## config.mk

```make
export PLATFORM = sky130hd
export DESIGN_NAME = ukp_sample_front
export DESIGN_NICKNAME = d
export VERILOG_FILES = /design/src/assert_macros.svh /design/src/ukp_pkg.sv /design/src/ukp_sample_front.sv
export SDC_FILE = /design/constraint.sdc
export NUM_CORES = 1
export LEC_CHECK = 0
export ABC_AREA = 1
export ABC_CLOCK_PERIOD_IN_PS = 4000
export BUFFER_PORTS_ARGS = -buffer_cell sky130_fd_sc_hd__buf_2
export CAP_MARGIN = 20
export CORE_MARGIN = 8
export CORE_UTILIZATION = 45
export DETAILED_ROUTE_END_ITERATION = 12
export PLACE_DENSITY_LB_ADDON = 0.1
export SLEW_MARGIN = 20
export SYNTH_ARGS = -nofsm -noshare
export SYNTH_HDL_FRONTEND = slang
export SYNTH_SLANG_ARGS = --single-unit
export TNS_END_PERCENT = 50
```

## constraint.sdc

```tcl
create_clock -name clk -period 4 [get_ports clk]
set_input_delay 0 -clock clk [delete_from_list [all_inputs] [get_ports clk]]
set_output_delay 0 -clock clk [all_outputs]
set_load 0.01 [all_outputs]
```

## src/assert_macros.svh

```systemverilog
// Assertion helpers, clocked on clk and disabled while arst_n is low.
`ifndef ASSERT_MACROS_SVH
`define ASSERT_MACROS_SVH

// Same-cycle implication.
`define ASSERT_IMPLY(label, ante, cons, msg) \
	label: assert property (@(posedge clk) disable iff (!arst_n) (ante) |-> (cons)) \
		else $error(msg);

// Next-cycle implication.
`define ASSERT_NEXT(label, ante, cons, msg) \
	label: assert property (@(posedge clk) disable iff (!arst_n) (ante) |=> (cons)) \
		else $error(msg);

`endif

```

## src/ukp_pkg.sv

```systemverilog
`timescale 1ns / 1ps
package ukp_pkg;

	typedef enum logic [1:0] {
		ACT_SAMPLE  = 2'd0,
		ACT_READ_UP = 2'd1,
		ACT_READ_RT = 2'd2,
		ACT_SET_RT  = 2'd3
	} action_t;

	localparam logic [63:0] US_PER_SEC = 64'd1000000;
	localparam logic [29:0] NS_PER_SEC = 30'd1000000000;
	localparam logic [9:0]  NS_PER_US  = 10'd1000;

	// 2^(16*i) mod 10^6 for the 16-bit chunks of a 64-bit difference
	localparam logic [19:0] MOD_K1 = 20'd65536;
	localparam logic [19:0] MOD_K2 = 20'd967296;
	localparam logic [19:0] MOD_K3 = 20'd710656;
	// 2^20 mod 10^6
	localparam logic [19:0] MOD_FOLD = 20'd48576;
	// ceil(2^50 / 10^6), exact quotient for values below 2^30
	localparam logic [30:0] RECIP_M = 31'd1125899907;

	// Item data that rides alongside the remainder pipeline
	typedef struct packed {
		action_t     action;
		logic [63:0] sec;       // uptime seconds as seen by this item
		logic [63:0] set_sec;   // normalized realtime seconds to set
		logic [29:0] set_nsec;  // normalized realtime nanoseconds to set
	} item_t;

endpackage

```

## src/ukp_sample_front.sv

```systemverilog
`timescale 1ns / 1ps
module ukp_sample_front
	import ukp_pkg::*;
(
	input  logic        clk,
	input  logic        arst_n,
	input  logic        en,
	input  logic        item_valid,
	input  action_t     action,
	input  logic [63:0] sample,
	input  logic [63:0] set_sec,
	input  logic [29:0] set_nsec,
	output logic [63:0] diff,
	output item_t       side
);

	logic [63:0] sec_q;
	logic [63:0] prev_q;
	logic [63:0] mark_q;
	logic        hit;
	logic        ns_over;

	assign hit     = (sample >= mark_q);
	assign diff    = sample - prev_q;
	assign ns_over = (set_nsec >= NS_PER_SEC);

	always_comb begin
		side.action   = action;
		side.sec      = (action == ACT_SAMPLE && hit) ? sec_q + 64'd1 : sec_q;
		side.set_sec  = ns_over ? set_sec + 64'd1 : set_sec;
		side.set_nsec = ns_over ? set_nsec - NS_PER_SEC : set_nsec;
	end

	always_ff @(posedge clk or negedge arst_n) begin
		if (!arst_n) begin
			sec_q  <= '0;
			prev_q <= '0;
			mark_q <= '0;
		end else if (en && item_valid && action == ACT_SAMPLE) begin
			if (hit) begin
				sec_q  <= sec_q + 64'd1;
				mark_q <= sample + US_PER_SEC;
			end
			prev_q <= sample;
		end
	end

endmodule

```

==> impl_metrics.env <==
export IMPL_status="finished, final reports clean"
export IMPL_cap_violations=0
export IMPL_cts_tree="yes"
export IMPL_criticalPathCategory="reg2out"
export IMPL_reg2regPathDepth=16
export IMPL_grt_max_degree=116
export IMPL_r2r_slack_ns=1.06
export IMPL_required_ns=4.00
export IMPL_ys_ff_latch=192
export IMPL_syn_inst=3831
export IMPL_cp_cell_sequence="inv_1, ha_1, nand2_1, nor2_1, nand3_1, nor2_1, nand2_1, nand2_1, nor2_1, nand2_1, nand2_1, nand2_4, buf_12, nand3_1, nand2_1, buf_2"
export IMPL_critPathMaxFanout=115
export IMPL_cts_root_buf="clkbuf_16"
export IMPL_yosysUniqueCellTypes=42
export IMPL_hp_class="in2out"
export IMPL_avgSynthCellArea_um2=5.816
export IMPL_fin_util_pct=52.80
export IMPL_dp_hpwl_mm=72.57
export IMPL_fp_dieW_um=238.5
export IMPL_vias=25910
export IMPL_cts_sinks=192
export IMPL_rr_startpoint="mark_q[7]$_DFFE_PN0P_"
export IMPL_clock_latency_ns=0.48
export IMPL_async_reset_ff_share_pct=100.0
export IMPL_crit_arrival_ns=3.35
export IMPL_die_area_mm2=0.05689
export IMPL_layout_common_cells="nand2_1, inv_1, nor2_1"
export IMPL_place_ws_ns=1.079
export IMPL_syn_to_final_growth_pct=15.99
export IMPL_drc_errors=0
export IMPL_relSlewSlack_pct=12.85
export IMPL_peakVddDrop_uv=329.2
export IMPL_drtIter0Drc=2597
export IMPL_period_share_pct=83.67
export IMPL_synthXorXnorAreaFrac_pct=7.508
export IMPL_core_area_mm2=0.04895
export IMPL_grt_pass1_vias=23448
export IMPL_cts_buffers_inserted=17
export IMPL_max_freq_mhz=298.8
export IMPL_grt_overflow=0
export IMPL_rr_endpoint="mark_q[41]$_DFFE_PN0P_"
export IMPL_synthSimpleGateAreaFrac_pct=44.12
export IMPL_clk_pin_slew_worst_paths_ns=0.09
export IMPL_ys_warnings_count=0
export IMPL_place_gp_congestion=1.084
export IMPL_grt_usage_pct=29.54
export IMPL_setup_tns_final_ns=0
export IMPL_timing_hold_violations_final=0
export IMPL_fin_skew_ns=0.02158
export IMPL_post_drt_via_cell_ratio=5.316
export IMPL_die_h_um=238.5
export IMPL_synth_seq_area_share_pct=21.56
export IMPL_rsz0062_at_grt="no"
export IMPL_htreeDepth=4
export IMPL_synth_top_family_by_area="simple AND/OR/NAND/NOR gates"
export IMPL_cp_start_kind="register"
export IMPL_endpoint_kind="output pin"
export IMPL_initial_core_util_pct=45.52
export IMPL_ant_nets=0
export IMPL_min_from="set_nsec[0]"
export IMPL_syn_nets=4127
export IMPL_synth_area_mm2=0.02228
export IMPL_wl_per_cell_um=18.09
export IMPL_worst_slack_ns=0.6534
export IMPL_routed_wl_mm=88.17
export IMPL_setup_viol_count_final=0
export IMPL_hold_depth=0
export IMPL_final_common_cell="nand2_1"
export IMPL_hold_path_end="side[0]"
export IMPL_p_leak_nw=13.36
export IMPL_drive_gt1_share_pct=10.74
export IMPL_antenna_found_initial=2
export IMPL_cts_max_path_buffers=2
export IMPL_report_final_slew_viol_count=0
export IMPL_layout_cells_non_filler=4874
export IMPL_synth_edf_count=0
export IMPL_crit_path_frequent_cell="nand2_1"
export IMPL_ys_flop_type="dfrtp_1"
export IMPL_worst_slew_pin_slew_ns=1.294
export IMPL_grt_pass1_wl_mm=133.0
export IMPL_rows=81
export IMPL_power_density_mw_per_mm2=356.6
export IMPL_synth_compound_area_share_pct=8.233
export IMPL_fin_nets=4492
export IMPL_synth_fa_ha_area_share_pct=7.447
export IMPL_port_buffers=369
export IMPL_firstDrtPassIters=8
export IMPL_ioPinCount=388
export IMPL_layout_min_cycle_time_ns=3.347
export IMPL_critPathSlowestCell="buf_12"
export IMPL_placed_cells_incl_taps=4777
export IMPL_slowest_delay_ns=0.44
export IMPL_synthMuxAreaShare_pct=0
==> stage by stage <==
| stage | hold WS [ns] | power (mW) | instance area (um^2) |
|---|---|---|---|
| after floorplan | -0.2956 | 5.825 | 22280 |
| after global placement | 0.00006862 | 7.323 | 24600 |
| after detailed placement | 0.00006862 | 7.355 | 24600 |
| after CTS | 0.00006862 | 9.215 | 25840 |
| after global routing | 0.00002318 | 9.945 | 25840 |
| final | 0.000002840 | 9.215 | 25840 |
==> kinds of logic after synthesis <==
kind of cell    after synthesis
compound gates              344
flops                       192
xor+xnor                    191
buf+inv                     612
simple gates               2360
fa+ha+maj                   132
==> worst max-delay path by stage <==
| stage | startpoint | to | slack, ns | cells past startpoint |
|---|---|---|---|---|
| global route | mark_q[7]$_DFFE_PN0P_ | side[147] | 0.45 | 16 |
| detailed placement | mark_q[7]$_DFFE_PN0P_ | mark_q[41]$_DFFE_PN0P_ | 1.08 | 16 |
| CTS | mark_q[7]$_DFFE_PN0P_ | side[147] | 0.67 | 16 |
| global placement | mark_q[7]$_DFFE_PN0P_ | mark_q[59]$_DFFE_PN0P_ | 1.14 | 16 |
| finish | mark_q[7]$_DFFE_PN0P_ | side[147] | 0.65 | 16 |
| floorplan | prev_q[0]$_DFFE_PN0P_ | diff[34] | 1.91 | 13 |
==> synth_stat cells, types with 9 or more instances <==
| cell type | instances | share of area [%] |
|---|---|---|
| o21bai_1 | 12 | 0.40 |
| nor3_1 | 102 | 2.3 |
| a21oi_1 | 129 | 2.9 |
| nand2_1 | 1353 | 23 |
| buf_2 | 31 | 0.70 |
| o21ai_0 | 175 | 3.9 |
| clkbuf_1 | 33 | 0.56 |
| nand3_1 | 353 | 7.9 |
| nor2_1 | 424 | 7.1 |
| xor2_1 | 149 | 5.9 |
| ha_1 | 131 | 7.4 |
| nor4_1 | 9 | 0.25 |
| nand3b_1 | 15 | 0.51 |
| xnor2_1 | 42 | 1.7 |
| inv_1 | 504 | 8.5 |
| buf_4 | 34 | 1.1 |
| nand4_1 | 71 | 2.0 |
| dfrtp_1 | 192 | 22 |
==> per-layer routing <==
metal / global-route usage, % / vias to the layer above / routed length [um]
li1: - / 12856 / -
met1: 40.44 / 11831 / 38500
met2: 46.13 / 1105 / 39050
met3: 8.045 / 114 / 8788
met4: 6.420 / 4 / 1802
met5: 0 / - / 22
==> registers in the layout (all words and copies together) (netlist names) <==
| name | flops |
|---|---|
| sec_q | 64 |
| mark_q | 64 |
| prev_q | 64 |
==> worst max-delay path, delay by kind of cell (launching register included) <==
kind          cells  cell delay [ns]
flops             1             0.36
fa+ha+maj         1             0.29
simple gates     12             1.52
buf+inv           3             0.64
==> what timing repair did <==
item                                   CTS  global route
resized for setup                        0             0
hold buffers                            64             0
endpoints found under the hold margin  183             0
buffers inserted                         0             0
setup endpoints to repair                0             0
==> cell type report <==
class,instances,area (um^2)
Inverter,509,1913
Clock buffer,17,425.4
Clock inverter,15,176.4
Antenna cell,1,2.502
Multi-Input combinational cell,3027,15040
Timing Repair Buffer,449,2654
Fill cell,5426,23110
Tap cell,664,830.8
Sequential cell,192,4805
==> power by group <==
group          internal, mW  switching, mW  leakage, nW
Clock                 0.850          0.943        0.293
Sequential             2.37          0.239         2.50
Combinational          1.62           3.19         10.6
No activity file was read; power rests on OpenSTA's default activity.
