===== src/assert_macros.svh =====
// Assertion helpers, clocked on clk and disabled while arst_n is low.
`ifndef ASSERT_MACROS_SVH
`define ASSERT_MACROS_SVH

// Same-cycle implication.
`define ASSERT_IMPLY(label, ante, cons, msg) \
	label: assert property (@(posedge clk) disable iff (!arst_n) (ante) |-> (cons)) \
		else $error(msg);

// Next-cycle implication.
`define ASSERT_NEXT(label, ante, cons, msg) \
	label: assert property (@(posedge clk) disable iff (!arst_n) (ante) |=> (cons)) \
		else $error(msg);

`endif


===== src/ukp_pkg.sv =====
`timescale 1ns / 1ps
package ukp_pkg;

	typedef enum logic [1:0] {
		ACT_SAMPLE  = 2'd0,
		ACT_READ_UP = 2'd1,
		ACT_READ_RT = 2'd2,
		ACT_SET_RT  = 2'd3
	} action_t;

	localparam logic [63:0] US_PER_SEC = 64'd1000000;
	localparam logic [29:0] NS_PER_SEC = 30'd1000000000;
	localparam logic [9:0]  NS_PER_US  = 10'd1000;

	// 2^(16*i) mod 10^6 for the 16-bit chunks of a 64-bit difference
	localparam logic [19:0] MOD_K1 = 20'd65536;
	localparam logic [19:0] MOD_K2 = 20'd967296;
	localparam logic [19:0] MOD_K3 = 20'd710656;
	// 2^20 mod 10^6
	localparam logic [19:0] MOD_FOLD = 20'd48576;
	// ceil(2^50 / 10^6), exact quotient for values below 2^30
	localparam logic [30:0] RECIP_M = 31'd1125899907;

	// Item data that rides alongside the remainder pipeline
	typedef struct packed {
		action_t     action;
		logic [63:0] sec;       // uptime seconds as seen by this item
		logic [63:0] set_sec;   // normalized realtime seconds to set
		logic [29:0] set_nsec;  // normalized realtime nanoseconds to set
	} item_t;

endpackage


===== src/ukp_mod_us.sv =====
`timescale 1ns / 1ps
module ukp_mod_us
	import ukp_pkg::*;
(
	input  logic        clk,
	input  logic        arst_n,
	input  logic        en,
	input  logic        in_valid,
	input  logic [63:0] diff,
	input  item_t       in_side,
	output logic        out_valid,
	output logic [19:0] rem,
	output item_t       out_side
);

	// Five stages: chunk products, two folds by 2^20, reciprocal quotient, remainder.
	logic        vld_s1, vld_s2, vld_s3, vld_s4, vld_s5;
	item_t       side_s1, side_s2, side_s3, side_s4, side_s5;
	logic [37:0] sum_s1;
	logic [33:0] fold_s2;
	logic [29:0] val_s3;
	logic [29:0] val_s4;
	logic [9:0]  quo_s4;
	logic [19:0] rem_s5;

	logic [35:0] p1, p2, p3;
	logic [37:0] sum_d;
	logic [37:0] f1;
	logic [33:0] f2;
	logic [60:0] prod;
	logic [29:0] qm;
	logic [29:0] r_full;

	always_comb begin
		p1     = diff[31:16] * MOD_K1;
		p2     = diff[47:32] * MOD_K2;
		p3     = diff[63:48] * MOD_K3;
		sum_d  = {22'b0, diff[15:0]} + {2'b0, p1} + {2'b0, p2} + {2'b0, p3};
		f1     = sum_s1[37:20] * MOD_FOLD;
		f2     = fold_s2[33:20] * MOD_FOLD;
		prod   = val_s3 * RECIP_M;
		qm     = quo_s4 * 20'(US_PER_SEC);
		r_full = val_s4 - qm;
	end

	always_ff @(posedge clk or negedge arst_n) begin
		if (!arst_n) begin
			vld_s1 <= 1'b0;
			vld_s2 <= 1'b0;
			vld_s3 <= 1'b0;
			vld_s4 <= 1'b0;
			vld_s5 <= 1'b0;
		end else if (en) begin
			vld_s1 <= in_valid;
			vld_s2 <= vld_s1;
			vld_s3 <= vld_s2;
			vld_s4 <= vld_s3;
			vld_s5 <= vld_s4;
		end
	end

	always_ff @(posedge clk) begin
		if (en) begin
			side_s1 <= in_side;
			side_s2 <= side_s1;
			side_s3 <= side_s2;
			side_s4 <= side_s3;
			side_s5 <= side_s4;
			sum_s1  <= sum_d;
			fold_s2 <= f1[33:0] + {14'b0, sum_s1[19:0]};
			val_s3  <= f2[29:0] + {10'b0, fold_s2[19:0]};
			quo_s4  <= prod[59:50];
			val_s4  <= val_s3;
			rem_s5  <= r_full[19:0];
		end
	end

	assign out_valid = vld_s5;
	assign rem       = rem_s5;
	assign out_side  = side_s5;

endmodule


===== config.mk =====
export PLATFORM = sky130hd
export DESIGN_NAME = ukp_mod_us
export DESIGN_NICKNAME = d
export VERILOG_FILES = /design/src/assert_macros.svh /design/src/ukp_pkg.sv /design/src/ukp_mod_us.sv
export SDC_FILE = /design/constraint.sdc
export NUM_CORES = 2
export LEC_CHECK = 0
export ABC_CLOCK_PERIOD_IN_PS = 8400
export BUFFER_PORTS_ARGS = -buffer_cell sky130_fd_sc_hd__buf_2
export CAP_MARGIN = 25
export CORE_ASPECT_RATIO = 0.5
export CORE_UTILIZATION = 40
export DETAILED_ROUTE_END_ITERATION = 10
export GPL_TIMING_DRIVEN = 1
export PLACE_DENSITY = 0.61
export SYNTH_ARGS = -nofsm -noshare
export SYNTH_HDL_FRONTEND = slang
export SYNTH_SLANG_ARGS = --single-unit

===== constraint.sdc =====
create_clock -name clk -period 8.4 [get_ports clk]
set_input_delay 1.68 -clock clk [delete_from_list [all_inputs] [get_ports clk]]
set_output_delay 1.68 -clock clk [all_outputs]
set_load 0.01 [all_outputs]

==> results.py <==
metrics = {
    "run_status": {
        "status": "finished clean",
    },
    "logic_synthesis": {
        "ys_async_sr_fraction_pct": 0.522,
        "syn_area_um2": 60500,
        "syn_area_per_cell_um2": 14.2,
        "synth_cell_type_count": 80,
        "yosys_warnings": 0,
        "synth_mux_area_share_pct": 0.128,
        "synthAdderAreaFrac_pct": 36.1,
        "synth-edff-count": 952,
        "yosysSeqAreaShare_pct": 47.5,
        "synthXorXnorAreaFrac_pct": 2.63,
        "synth_top_cell_by_area": "edfxtp_1",
        "synth.net_count": 5868,
        "synth_ff_type": "edfxtp_1",
        "synth_area_leaders": "edfxtp_1 (47%), fa_1 (20%), ha_1 (16%)",
        "syn_inst": 4258,
        "yosys.area_share.simple_pct": 3.34,
        "synth_top_family_by_area": "adder cells",
        "synth_compound_area_share_pct": 4.66,
        "synth_top_cell_area_share_pct": 47.2,
        "ys_seq_elements": 957,
    },
    "setup_path": {
        "r2r_setup_slack_ns": 0.33,
        "crit_type": "flip-flop to flip-flop",
        "required_ns": 8.81,
        "critPathCaptureType": "flip-flop",
        "crit_fanout": 8,
        "critPathLaunchType": "flip-flop",
        "cp.arrival_ns": 8.48,
    },
    "timing": {
        "clock_skew_ns": 0.0266,
        "fmaxAchievable_mhz": 124,
        "hold_violations": 0,
        "finalCritPeriodShare_pct": 96.0,
        "setup_viol": 0,
        "slew_headroom_pct": 26.3,
        "period_needed_ns": 8.07,
        "tightest_slew_ns": 1.11,
        "slew_violations": 0,
        "rsz0062_at_grt": "no",
        "setup_tns_ns": 0,
    },
    "grt": {
        "grt_max_degree": 190,
        "grt_pass1_wl_mm": 187,
        "globalRoute.totalOverflow": 0,
        "antenna_found_initial": 16,
        "grt_usage_pct": 15.5,
        "grt_pass1_vias": 34700,
    },
    "detailed_routing": {
        "antenna_left": 0,
        "wl_per_cell_um": 17.0,
        "vias": 32500,
        "dr.pass1.iters": 5,
        "dr.first_iter.drc_count": 1671,
        "remaining_drc_errors": 0,
        "vias_per_cell": 4.73,
        "wl_mm": 117,
    },
    "die": {
        "pin_count": 409,
        "die_y_um": 277,
        "chipWidth_um": 552,
        "rows": 100,
        "coreArea_um2": 149000,
        "dieArea_um2": 153000,
        "initial_core_util_pct": 40.5,
    },
    "clock_tree": {
        "post-cts-setup-buffers": 0,
        "clkTransAtPathRegs_ns": 0.07,
        "clock_path_buffers": 3,
        "tritoncts": "done",
        "worstSkewPairLatency_ns": 0.68,
        "cts_hold_buf": 0,
        "htreeDepth": 3,
        "cts_root_buffer": "clkbuf_16",
        "cts_buffers": 88,
        "cts_resized": 0,
        "clock-sinks": 957,
    },
    "placement": {
        "dp_hpwl_mm": 94.0,
        "place.gp.congestion": 0.908,
        "io_buffers": 408,
    },
    "layout": {
        "drive_above_1_share_pct": 13.7,
        "nets": 6427,
        "syn_to_final_growth_pct": 13.4,
    },
    "hold_path": {
        "hold_path_class": "flip-flop to flip-flop",
    },
    "job": {
        "cap_violations": 0,
    },
}
-- worst paths after layout --
kind,from,end,cells past startpoint
setup reg to reg,val_s3[12],quo_s4[9],23
hold / removal,side_s3[109],side_s4[109],0
max in group asynchronous,arst_n,vld_s3,1
min in group asynchronous,arst_n,out_valid,1
hold reg to reg,side_s3[109],side_s4[109],0
setup / recovery,val_s3[12],quo_s4[9],23
-- cells in the final DEF, fill, tap and decap left out, drive strengths merged, types with 8 or more instances in the layout --
cell type  synthesis  final
bufinv             0      9
a211oi            21     21
fa               608    608
nand2b            15     15
o21a              25     25
o211ai            17     17
nor2b             21     21
a21oi            123    123
o21bai            22     22
or3               15     15
nand3             40     40
clkinv             0     29
nor2              97     97
xnor2            139    139
clkbuf            10    107
and2               8      8
or2               12     12
edfxtp           952    952
inv              900    911
xor2              42     42
a21boi            14     14
and3              18     18
a31oi             13     13
nand2             84     84
o21ai             73     73
ha               774    774
a21o              46     46
nand4             22     22
nor3              46     46
buf                2    481
-- metrics by stage --
| step | hold slack, ns | setup slack, ns | cell area, um^2 | util, % | cells |
|---|---|---|---|---|---|
| floorplan | 0.400 | 0.159 | 60500 | - | 4258 |
| global placement | 0.400 | -0.112 | 65600 | 43.9 | 6716 |
| detailed placement | 0.405 | -0.306 | 65600 | 43.9 | 6716 |
| CTS | 0.393 | 0.350 | 68600 | 45.9 | 6879 |
| global route | 0.405 | 0.0359 | 68600 | 45.9 | 6880 |
| finish | 0.396 | 0.333 | 68600 | 45.9 | 6880 |
-- routing by layer --
| layer | global-route usage [%] | up-vias | part of all wire [%] |
|---|---|---|---|
| li1 | - | 15700 | - |
| met5 | 0 | - | 0 |
| met3 | 2.53 | 136 | 3.7 |
| met1 | 20.5 | 16300 | 45 |
| met4 | 2.94 | 0 | 1.7 |
| met2 | 26.9 | 443 | 50 |
-- critical path, cell delays in order, from the launching register on --
cell      delay, ns
edfxtp_1       0.80
fa_1           0.63
fa_1           0.59
inv_1          0.06
fa_1           0.48
inv_1          0.06
fa_1           0.51
inv_1          0.06
fa_1           0.44
fa_1           0.51
inv_1          0.05
fa_1           0.46
ha_1           0.29
ha_1           0.29
nand4_1        0.27
nor2_1         0.11
o31ai_1        0.50
a311oi_1       0.22
nor3_1         0.52
a21oi_1        0.24
nand4_1        0.17
nand3_1        0.10
o41ai_1        0.34
xnor2_1        0.11
-- flip-flops by register name, summed over array words and instances (netlist names) --
signal	flops
out_side	160
side_s1	160
side_s2	160
side_s3	160
side_s4	160
sum_s1	38
fold_s2	34
val_s3	30
rem	20
val_s4	20
quo_s4	10
out_valid	1
vld_s1	1
vld_s2	1
vld_s3	1
vld_s4	1
-- kinds of logic after synthesis --
group,Yosys count
fa+ha+maj,1382
flops,957
buf+inv,912
compound gates,418
simple gates,401
xor+xnor,181
mux,7
-- synth_stat cells (17+ instances only) --
cell type and number:
a211oi_1 17, a21o_1 45, a21oi_1 121, and3_1 18
edfxtp_1 952, fa_1 608, ha_1 774, inv_1 900
nand2_1 84, nand3_1 40, nand4_1 22, nor2_1 97
nor2b_1 21, nor3_1 45, o21a_1 25, o21ai_0 69
o21bai_1 22, xnor2_1 138, xor2_1 42
-- cell type report --
| cell class | instances | area [um^2] |
|---|---|---|
| diodes | 1 | 2.50 |
| clock buffers | 107 | 2310 |
| clock inverters | 56 | 687 |
| fillers | 13200 | 80800 |
| inverters | 900 | 3380 |
| multi-input cells | 2389 | 28400 |
| flip-flops and latches | 957 | 28700 |
| well taps | 1989 | 2490 |
| repair buffers | 481 | 2660 |
Power is left out: the tool's default activity adds up to more than one toggle a clock period on the data nets, which glitch-free logic cannot reach.
