$ cat src/assert_macros.svh
// Assertion helpers, clocked on clk and disabled while arst_n is low.
`ifndef ASSERT_MACROS_SVH
`define ASSERT_MACROS_SVH

// Same-cycle implication.
`define ASSERT_IMPLY(label, ante, cons, msg) \
	label: assert property (@(posedge clk) disable iff (!arst_n) (ante) |-> (cons)) \
		else $error(msg);

// Next-cycle implication.
`define ASSERT_NEXT(label, ante, cons, msg) \
	label: assert property (@(posedge clk) disable iff (!arst_n) (ante) |=> (cons)) \
		else $error(msg);

`endif

$ cat src/ukp_pkg.sv
`timescale 1ns / 1ps
package ukp_pkg;

	typedef enum logic [1:0] {
		ACT_SAMPLE  = 2'd0,
		ACT_READ_UP = 2'd1,
		ACT_READ_RT = 2'd2,
		ACT_SET_RT  = 2'd3
	} action_t;

	localparam logic [63:0] US_PER_SEC = 64'd1000000;
	localparam logic [29:0] NS_PER_SEC = 30'd1000000000;
	localparam logic [9:0]  NS_PER_US  = 10'd1000;

	// 2^(16*i) mod 10^6 for the 16-bit chunks of a 64-bit difference
	localparam logic [19:0] MOD_K1 = 20'd65536;
	localparam logic [19:0] MOD_K2 = 20'd967296;
	localparam logic [19:0] MOD_K3 = 20'd710656;
	// 2^20 mod 10^6
	localparam logic [19:0] MOD_FOLD = 20'd48576;
	// ceil(2^50 / 10^6), exact quotient for values below 2^30
	localparam logic [30:0] RECIP_M = 31'd1125899907;

	// Item data that rides alongside the remainder pipeline
	typedef struct packed {
		action_t     action;
		logic [63:0] sec;       // uptime seconds as seen by this item
		logic [63:0] set_sec;   // normalized realtime seconds to set
		logic [29:0] set_nsec;  // normalized realtime nanoseconds to set
	} item_t;

endpackage

$ cat src/ukp_time_acc.sv
`timescale 1ns / 1ps
module ukp_time_acc
	import ukp_pkg::*;
(
	input  logic               clk,
	input  logic               arst_n,
	input  logic               en,
	input  logic               in_valid,
	input  logic [19:0]        rem,
	input  item_t              side,
	output logic               out_valid,
	output logic signed [63:0] out_sec,
	output logic [29:0]        out_nsec
);

	logic [29:0] ns_q;
	logic [63:0] off_sec_q;
	logic [29:0] off_ns_q;
	logic        out_valid_q;
	logic [63:0] out_sec_q;
	logic [29:0] out_nsec_q;

	logic [29:0] step;
	logic [30:0] ns_sum;
	logic [29:0] ns_new;
	logic [30:0] rt_sum;
	logic        rt_carry;
	logic [29:0] rt_ns;
	logic [63:0] rt_sec;
	logic        borrow;
	logic [30:0] set_diff;
	logic [29:0] set_ns;
	logic [63:0] set_sec_r;
	logic [63:0] res_sec;
	logic [29:0] res_ns;

	always_comb begin
		step     = {10'b0, rem} * {20'b0, NS_PER_US};
		ns_sum   = {1'b0, ns_q} + {1'b0, step};
		ns_new   = (ns_sum >= {1'b0, NS_PER_SEC}) ? 30'(ns_sum - {1'b0, NS_PER_SEC})
			: ns_sum[29:0];

		rt_sum   = {1'b0, ns_q} + {1'b0, off_ns_q};
		rt_carry = (rt_sum >= {1'b0, NS_PER_SEC});
		rt_ns    = rt_carry ? 30'(rt_sum - {1'b0, NS_PER_SEC}) : rt_sum[29:0];
		rt_sec   = side.sec + off_sec_q + {63'b0, rt_carry};

		borrow    = (side.set_nsec < ns_q);
		set_diff  = borrow ? {1'b0, side.set_nsec} + {1'b0, NS_PER_SEC} - {1'b0, ns_q}
			: {1'b0, side.set_nsec} - {1'b0, ns_q};
		set_ns    = set_diff[29:0];
		set_sec_r = side.set_sec - side.sec - {63'b0, borrow};

		case (side.action)
			ACT_SAMPLE: begin
				res_sec = side.sec;
				res_ns  = ns_new;
			end
			ACT_READ_UP: begin
				res_sec = side.sec;
				res_ns  = ns_q;
			end
			ACT_READ_RT: begin
				res_sec = rt_sec;
				res_ns  = rt_ns;
			end
			ACT_SET_RT: begin
				res_sec = set_sec_r;
				res_ns  = set_ns;
			end
			default: begin
				res_sec = side.sec;
				res_ns  = ns_q;
			end
		endcase
	end

	always_ff @(posedge clk or negedge arst_n) begin
		if (!arst_n) begin
			ns_q        <= '0;
			off_sec_q   <= '0;
			off_ns_q    <= '0;
			out_valid_q <= 1'b0;
		end else if (en) begin
			out_valid_q <= in_valid;
			if (in_valid) begin
				if (side.action == ACT_SAMPLE) begin
					ns_q <= ns_new;
				end
				if (side.action == ACT_SET_RT) begin
					off_sec_q <= set_sec_r;
					off_ns_q  <= set_ns;
				end
			end
		end
	end

	always_ff @(posedge clk) begin
		if (en && in_valid) begin
			out_sec_q  <= res_sec;
			out_nsec_q <= res_ns;
		end
	end

	assign out_valid = out_valid_q;
	assign out_sec   = signed'(out_sec_q);
	assign out_nsec  = out_nsec_q;

endmodule

$ cat config.mk
export PLATFORM = sky130hd
export DESIGN_NAME = ukp_time_acc
export DESIGN_NICKNAME = d
export VERILOG_FILES = /design/src/assert_macros.svh /design/src/ukp_pkg.sv /design/src/ukp_time_acc.sv
export SDC_FILE = /design/constraint.sdc
export NUM_CORES = 1
export LEC_CHECK = 0
export BUFFER_PORTS_ARGS = -buffer_cell sky130_fd_sc_hd__buf_4
export CORE_MARGIN = 2
export CORE_UTILIZATION = 60
export CTS_CLUSTER_DIAMETER = 200
export DETAILED_ROUTE_END_ITERATION = 8
export PLACE_DENSITY = 0.81
export SLEW_MARGIN = 20
export SYNTH_ARGS = -nofsm -noshare
export SYNTH_HDL_FRONTEND = slang
export SYNTH_SLANG_ARGS = --single-unit
$ cat constraint.sdc
create_clock -name clk -period 8.4 [get_ports clk]
set_clock_uncertainty 0.15 [all_clocks]
set_input_delay 1.26 -clock clk [delete_from_list [all_inputs] [get_ports clk]]
set_output_delay 1.26 -clock clk [all_outputs]
set_load 0.03 [all_outputs]
==> qor.yml, run 1 <==
outcome:
  outcome: "completed"
cts:
  clock_latency_ns: 0.54
  cts_root_buf: "clkbuf_16"
  clock_tree_buf_depth: 3
  cts_buf_count: 23
  h-tree-depth: 1
  ctsHoldBuffers: 0
  clk_pin_slew_worst_paths_ns: 0.07
  numClockSinks: 216
  cts_tree: "done"
synthesis:
  yosys.cell_count.top_type: "inv_1"
  synth-warning-count: 0
  synth_flop_type: "dfrtp_1"
  synth_nets: 4033
  synth_top_family_by_area: "adder cells"
  post_synth_most_frequent_cells: "436 x inv_1, 375 x ha_1, 315 x a21oi_1, 288 x nor2_1, 241 x nand2_1"
  synth-xor-area-share_pct: 7.98
  yosys-mux-area-fraction_pct: 4.09
  ys_ff_latch: 216
  seq_area_frac_synth_pct: 21.1
  synthDominantCellAreaShare_pct: 16.8
  synth_simple_gate_area_share_pct: 14.5
  post_synth_main_area_contributors: "ha_1 17%, dfrtp_1 11%, edfxtp_1 10%, fa_1 6.5%, inv_1 5.9%"
  netlist_area_um2: 27900
  synth_edf_count: 94
  synth_area_leader_cell: "ha_1"
  postSynthCellCount: 3384
  async_flop_share_pct: 56.5
  synth.distinct_cells: 94
  postSynthAreaPerCell_um2: 8.24
  compound_gate_portion_of_the_synthesized_area_pct: 21.9
  synth_fa_ha_area_share_pct: 23.3
detailed_routing:
  average_wire_per_standard_cell_um: 17.8
  dr.first_iter.drc_count: 1961
  met2WireLength_um: 38300
  drt_pre_antenna_iters: 6
  highest_signal_layer_in_the_routed_design: "met4"
  dr_wl_met3_um: 4810
  detail_route.vias_per_cell: 5.91
  wirelength_met1_um: 32400
  detail_route.drc_violations: 0
  via_count: 26100
  route.antenna.remaining_nets: 0
  routed_wirelength_um: 78700
worst_setup_path:
  end_kind: "flop"
  timing.critical_path.arrival_ns: 8.32
  worst-path-max-fanout: 8
  setup.worst_path.class: "in -> reg"
  critical_path.max_stage_delay_ns: 0.57
  timing.critical_path.max_delay_family: "adder cells"
  path_buf_inv: 4
  critical_path.slowest_cell: "fa_2"
  cp_common_cell: "fa_1"
  critical_path.reg2reg.endpoint: "out_sec[48]"
  critical_path_rt_ns: 8.53
  worst_r2r_startpoint: "ns_q[3]"
  reg2reg_slack_ns: 0.48
  ff2ff_path_depth: 29
  worst_setup_path_start_kind: "input pin"
layout:
  drive_gt1_share_pct: 17.6
  syn2layout_area_growth_pct: 17.9
  finish.net_count: 4440
global_routing:
  grt_first_pass_wirelength_um: 125000
  grt_pass1_vias: 25400
  groute.usage.overall_pct: 31.9
  gr_ovfl_total: 0
  grt_antenna_before_repair: 0
  pin_count_of_the_biggest_net_entering_global_routing: 88
timing:
  max_frequency_ghz: 0.122
  drv_slew: 0
  post-route-min-period_ns: 8.19
  relative_slew_slack_pct: 29.6
  rsz0062_at_grt: "yes"
  max_slew.worst_pin.slew_ns: 1.06
  setup_viol: 0
  finalHoldViolations: 0
  setup-tns-final_ns: 0
  post-route-period-util_pct: 97.5
placement:
  detailedPlacementHpwl_um: 62500
  numPortBuffers: 278
  gp_congestion: 0.955
floorplanning:
  floorplan.rows: 78
  initial_utilization_pct: 61.1
  floorplan.core_area_um2: 45700
  boundaryPins: 279
  die_w_um: 220
  die_height_um: 220
  die_area_um2: 48200
worst_hold_path:
  worstHoldPathCells: 2
  whs_endpoint: "off_ns_q[12]"
  timing.hold.worst.start: "off_ns_q[12]"
  hold_path.class: "reg -> reg"
job:
  max_cap_viol_count: 0
repair_timing:
action / 4_1_cts / 5_1_grt
setup endpoints to repair: 23 / 43
pin swaps: 3 / 23
cloned: 1 / 0
buffers inserted: 1 / 9
gates resized for setup: 9 / 42
state kept, by name (all words and copies together), names as in the netlist:
name / count
out_nsec: 30
ns_q: 27
off_ns_q: 30
out_sec: 64
out_valid: 1
off_sec_q: 64
worst reg2reg max path, delay by kind of cell (launching register included):
| kind | cells | cell delay (ns) |
|---|---|---|
| AOI/OAI and AO/OA | 18 | 4.38 |
| and+or+nand+nor | 4 | 1.13 |
| xor gates and xnor gates | 1 | 0.19 |
| buffers and inverters | 2 | 0.26 |
| DFF | 1 | 0.39 |
| adders and majority gates | 4 | 1.14 |
worst max-delay path by stage:
stage | startpoint | endpoint | cells after the start
3_3_place_gp | rem[0] | out_nsec[27] | 30
3_5_place_dp | rem[0] | out_nsec[27] | 30
6_report | rem[2] | out_nsec[28] | 29
2_1_floorplan | rem[0] | out_nsec[23] | 29
4_1_cts | rem[0] | out_nsec[18] | 30
5_1_grt | rem[2] | out_nsec[28] | 29
per-stage QoR:
| stage | util [%] | setup slack [ns] | cell area (um2) | instances | hold slack (ns) |
|---|---|---|---|---|---|
| after detailed placement | 69.6 | -0.758 | 31800 | 4355 | 0.325 |
| after CTS | 71.5 | 0.0183 | 32600 | 4398 | 0.340 |
| final | 72.0 | 0.213 | 32900 | 4408 | 0.336 |
| after floorplan | - | 0.116 | 27900 | 3384 | 0.303 |
| after global placement | 69.6 | -0.565 | 31800 | 4355 | 0.315 |
| after global routing | 72.0 | -0.0834 | 32900 | 4407 | 0.362 |
cells in the final DEF, fill, tap and decap left out, types with 18 or more instances in the layout:
master	instances
ha_1	374
dfrtp_1	122
o211ai_1	24
clkbuf_16	24
a31oi_1	35
nor2_1	288
a21oi_1	306
nand2_1	239
and3_1	25
o21a_1	39
nand3_1	54
xnor2_1	165
a21o_1	120
nor2b_1	31
a211oi_1	34
o21bai_1	31
nand2b_1	33
xor2_1	85
or3_1	18
nor3_1	47
buf_4	470
and2_1	21
fa_1	88
nand4_1	29
mux2_2	69
edfxtp_1	94
inv_1	432
o21ai_0	196
cells by family after synthesis:
family / count (synthesis)
AOI/OAI and AO/OA: 962
adders and majority gates: 465
muxes: 94
xor gates and xnor gates: 254
DFF: 216
and+or+nand+nor: 865
buffers and inverters: 528
metal layers:
layer | track usage [%] | vias up
met2 | 56.7 | 932
met5 | 0 | -
met4 | 12.7 | 0
li1 | - | 12700
met3 | 3.23 | 191
met1 | 39.8 | 12200
area by class of cell:
cell class              instances  area (um2)
multi-input cells            2641       20300
fillers                      3581       12800
flip-flops and latches        216        5880
repair buffers                471        3540
inverters                     438        1650
well taps                     600         751
clock buffers                  27         612
clock inverters                14         195
diodes                          1        2.50
Power of run 1 is left out: the tool's default activity adds up to more than one toggle a clock period on the data nets, which glitch-free logic cannot reach.
==> run 2, diff against run 1 <==
CELL_PAD_IN_SITES_DETAIL_PLACEMENT = 0   (was not set)
CELL_PAD_IN_SITES_GLOBAL_PLACEMENT = 2   (was not set)
CORE_ASPECT_RATIO = 1.5   (was not set)
CORE_UTILIZATION = 34   (was 60)
PLACE_DENSITY = not set   (was 0.81)
PLACE_DENSITY_LB_ADDON = 0.1   (was not set)
clock period = 6.9 ns   (was 8.4 ns; I/O delays follow)
==> run 2 against run 1 <==
Compared with the run above: critical path depth grew 4; first-iteration DRC count shrank 41%; setup slack lost 1.0 ns; core utilization down 25 points; non-clock buffer count is 388 higher; clock-buffer cell count increased by 3; register-to-register slack got worse by 0.75 ns; the flow now finishes with violations (negative setup slack); sequential share of layout area fell by 2.4 points; flip-flop and latch count unchanged; final cell count up 19%.
==> qor.yml, run 2 (synthesis gave the netlist of run 1 again) <==
outcome:
  outcome: "finished with violations"
  violations: "negative setup slack"
placement:
  gp_congestion: 0.879  # -8.0%
  pre_cts_ws_ns: -1.70  # -0.938 ns
  detailedPlacementHpwl_um: 81800  # +31%
  numPortBuffers: 278  # unchanged
worst_setup_path:
  critical_path.max_stage_delay_ns: 0.59  # +0.02 ns
  timing.critical_path.arrival_ns: 7.89  # -0.43 ns
  ff2ff_path_depth: 30  # +3.4%
  critical_path.startpoint: "rem[5]"
  worst_r2r_startpoint: "ns_q[3]"
  critical_path.slowest_cell: "fa_1"
  worst_setup_path_start_kind: "input pin"
  worstSetupEndpoint: "out_nsec[18]"
  worst-path-max-fanout: 7  # -1
  end_kind: "flop"
  critical_path.reg2reg.endpoint: "out_sec[60]"
  setup.worst_path.class: "in -> reg"
  reg2reg_slack_ns: -0.27  # -0.75 ns
  critical_path_rt_ns: 7.06  # -1.47 ns
global_routing:
  gr_ovfl_total: 0  # unchanged
  grt_pass1_vias: 28600  # +13%
  grt_first_pass_wirelength_um: 155000  # +24%
  grt_antenna_before_repair: 1  # +1
  groute.usage.overall_pct: 23.3  # -8.6 points
  pin_count_of_the_biggest_net_entering_global_routing: 80  # -9.1%
layout:
  finish.net_count: 4829  # +8.8%
  commonest_cells_after_routing_fill_and_taps_aside: "824 x buf_4, 420 x inv_1, 362 x ha_1"
  final_common_cell: "buf_4"
  syn2layout_area_growth_pct: 36.0
  drive_gt1_share_pct: 29.7  # +12 points
cts:
  ctsHoldBuffers: 0  # unchanged
  numClockSinks: 216  # unchanged
  clock_latency_ns: 0.57  # +0.03 ns
  cts_root_buf: "clkbuf_16"
  cts_buf_count: 25  # +8.7%
  cts_tree: "done"
  h-tree-depth: 1  # unchanged
  clk_pin_slew_worst_paths_ns: 0.07  # about the same
  clock_tree_buf_depth: 3  # unchanged
timing:
  setup-tns-final_ns: -28.11  # -28.11 ns
  rsz0062_at_grt: "yes"
  relative_slew_slack_pct: 29.0  # -0.53 points
  max_frequency_ghz: 0.129
  setup_viol: 50  # +50
  drv_slew: 0  # unchanged
  max_slew.worst_pin.slew_ns: 1.06  # +0.00405 ns
  finalHoldViolations: 0  # unchanged
  post-route-min-period_ns: 7.73
  post-route-period-util_pct: 112
  worst_slack_ns: -0.829  # -1.04 ns
floorplanning:
  die_height_um: 355  # +62%
  boundaryPins: 279  # unchanged
  floorplan.rows: 128  # +64%
  initial_utilization_pct: 34.3  # -27 points
  die_area_um2: 84400  # +75%
  die_w_um: 238  # +8.3%
  floorplan.core_area_um2: 81200  # +78%
detailed_routing:
  dr.first_iter.drc_count: 1160  # -41%
  routed_wirelength_um: 100000  # +27%
  detail_route.vias_per_cell: 5.19  # -12%
  via_count: 27200  # +4.3%
  drt_pre_antenna_iters: 7  # +1
  average_wire_per_standard_cell_um: 19.1  # +7.2%
  detail_route.drc_violations: 0  # unchanged
  route.antenna.remaining_nets: 0  # unchanged
worst_hold_path:
  hold_path.class: "reg -> reg"
job:
  max_cap_viol_count: 0  # unchanged
run 2: what timing repair did:
action,CTS,global route
cloned,0,0
pin swaps,127,153
endpoints found under the setup margin,105,95
resized for setup,199,140
setup buffers,47,31
run 2: area by class of cell:
class | count | area (um2)
fill | 8090 | 43300
multi-input combinational | 2640 | 21600
timing repair buffer | 859 | 6650
sequential | 216 | 5880
inverter | 438 | 1680
tap | 1040 | 1300
clock buffer | 30 | 696
clock inverter | 15 | 164
antenna | 1 | 2.50
run 2: worst max-delay path: cells and delay by family:
family                   cells  cell delay, ns
adder cells (fa/ha/maj)      6            2.48
AO/OA/AOI/OAI               14            2.47
multiplexers                 1            0.45
buffers and inverters        5            0.58
XOR/XNOR                     2            0.33
AND/OR/NAND/NOR              5            0.54
run 2: stage by stage:
step / instance area (um2) / utilization [%] / std cells / hold WS, ns
4_1_cts: 37100 / 45.7 / 5213 / 0.339
6_report: 37900 / 46.7 / 5239 / 0.333
3_5_place_dp: 35000 / 43.1 / 5126 / 0.325
3_3_place_gp: 35000 / 43.1 / 5126 / 0.316
2_1_floorplan: 28100 / - / 3384 / 0.303
5_1_grt: 37900 / 46.7 / 5239 / 0.360
run 2: how the worst min path moves through the flow:
stage / start / endpoint / slack, ns / depth (start not counted)
after detailed placement: off_ns_q[15] / off_ns_q[15] / 0.32 / 2
after floorplan: off_sec_q[61] / off_sec_q[61] / 0.30 / 2
after global routing: off_sec_q[61] / off_sec_q[61] / 0.36 / 2
after global placement: off_ns_q[15] / off_ns_q[15] / 0.32 / 2
after CTS: off_ns_q[12] / off_ns_q[12] / 0.34 / 2
final: off_ns_q[12] / off_ns_q[12] / 0.33 / 2
run 2: metal layers:
metal | up-vias | track usage [%] | part of all wire [%]
met5 | - | 0 | 0
met1 | 13000 | 25.1 | 39
met3 | 155 | 1.28 | 2.6
met2 | 548 | 46.5 | 55
li1 | 13400 | - | -
met4 | 0 | 9.74 | 4.3
Power of run 2 is left out for the same reason.
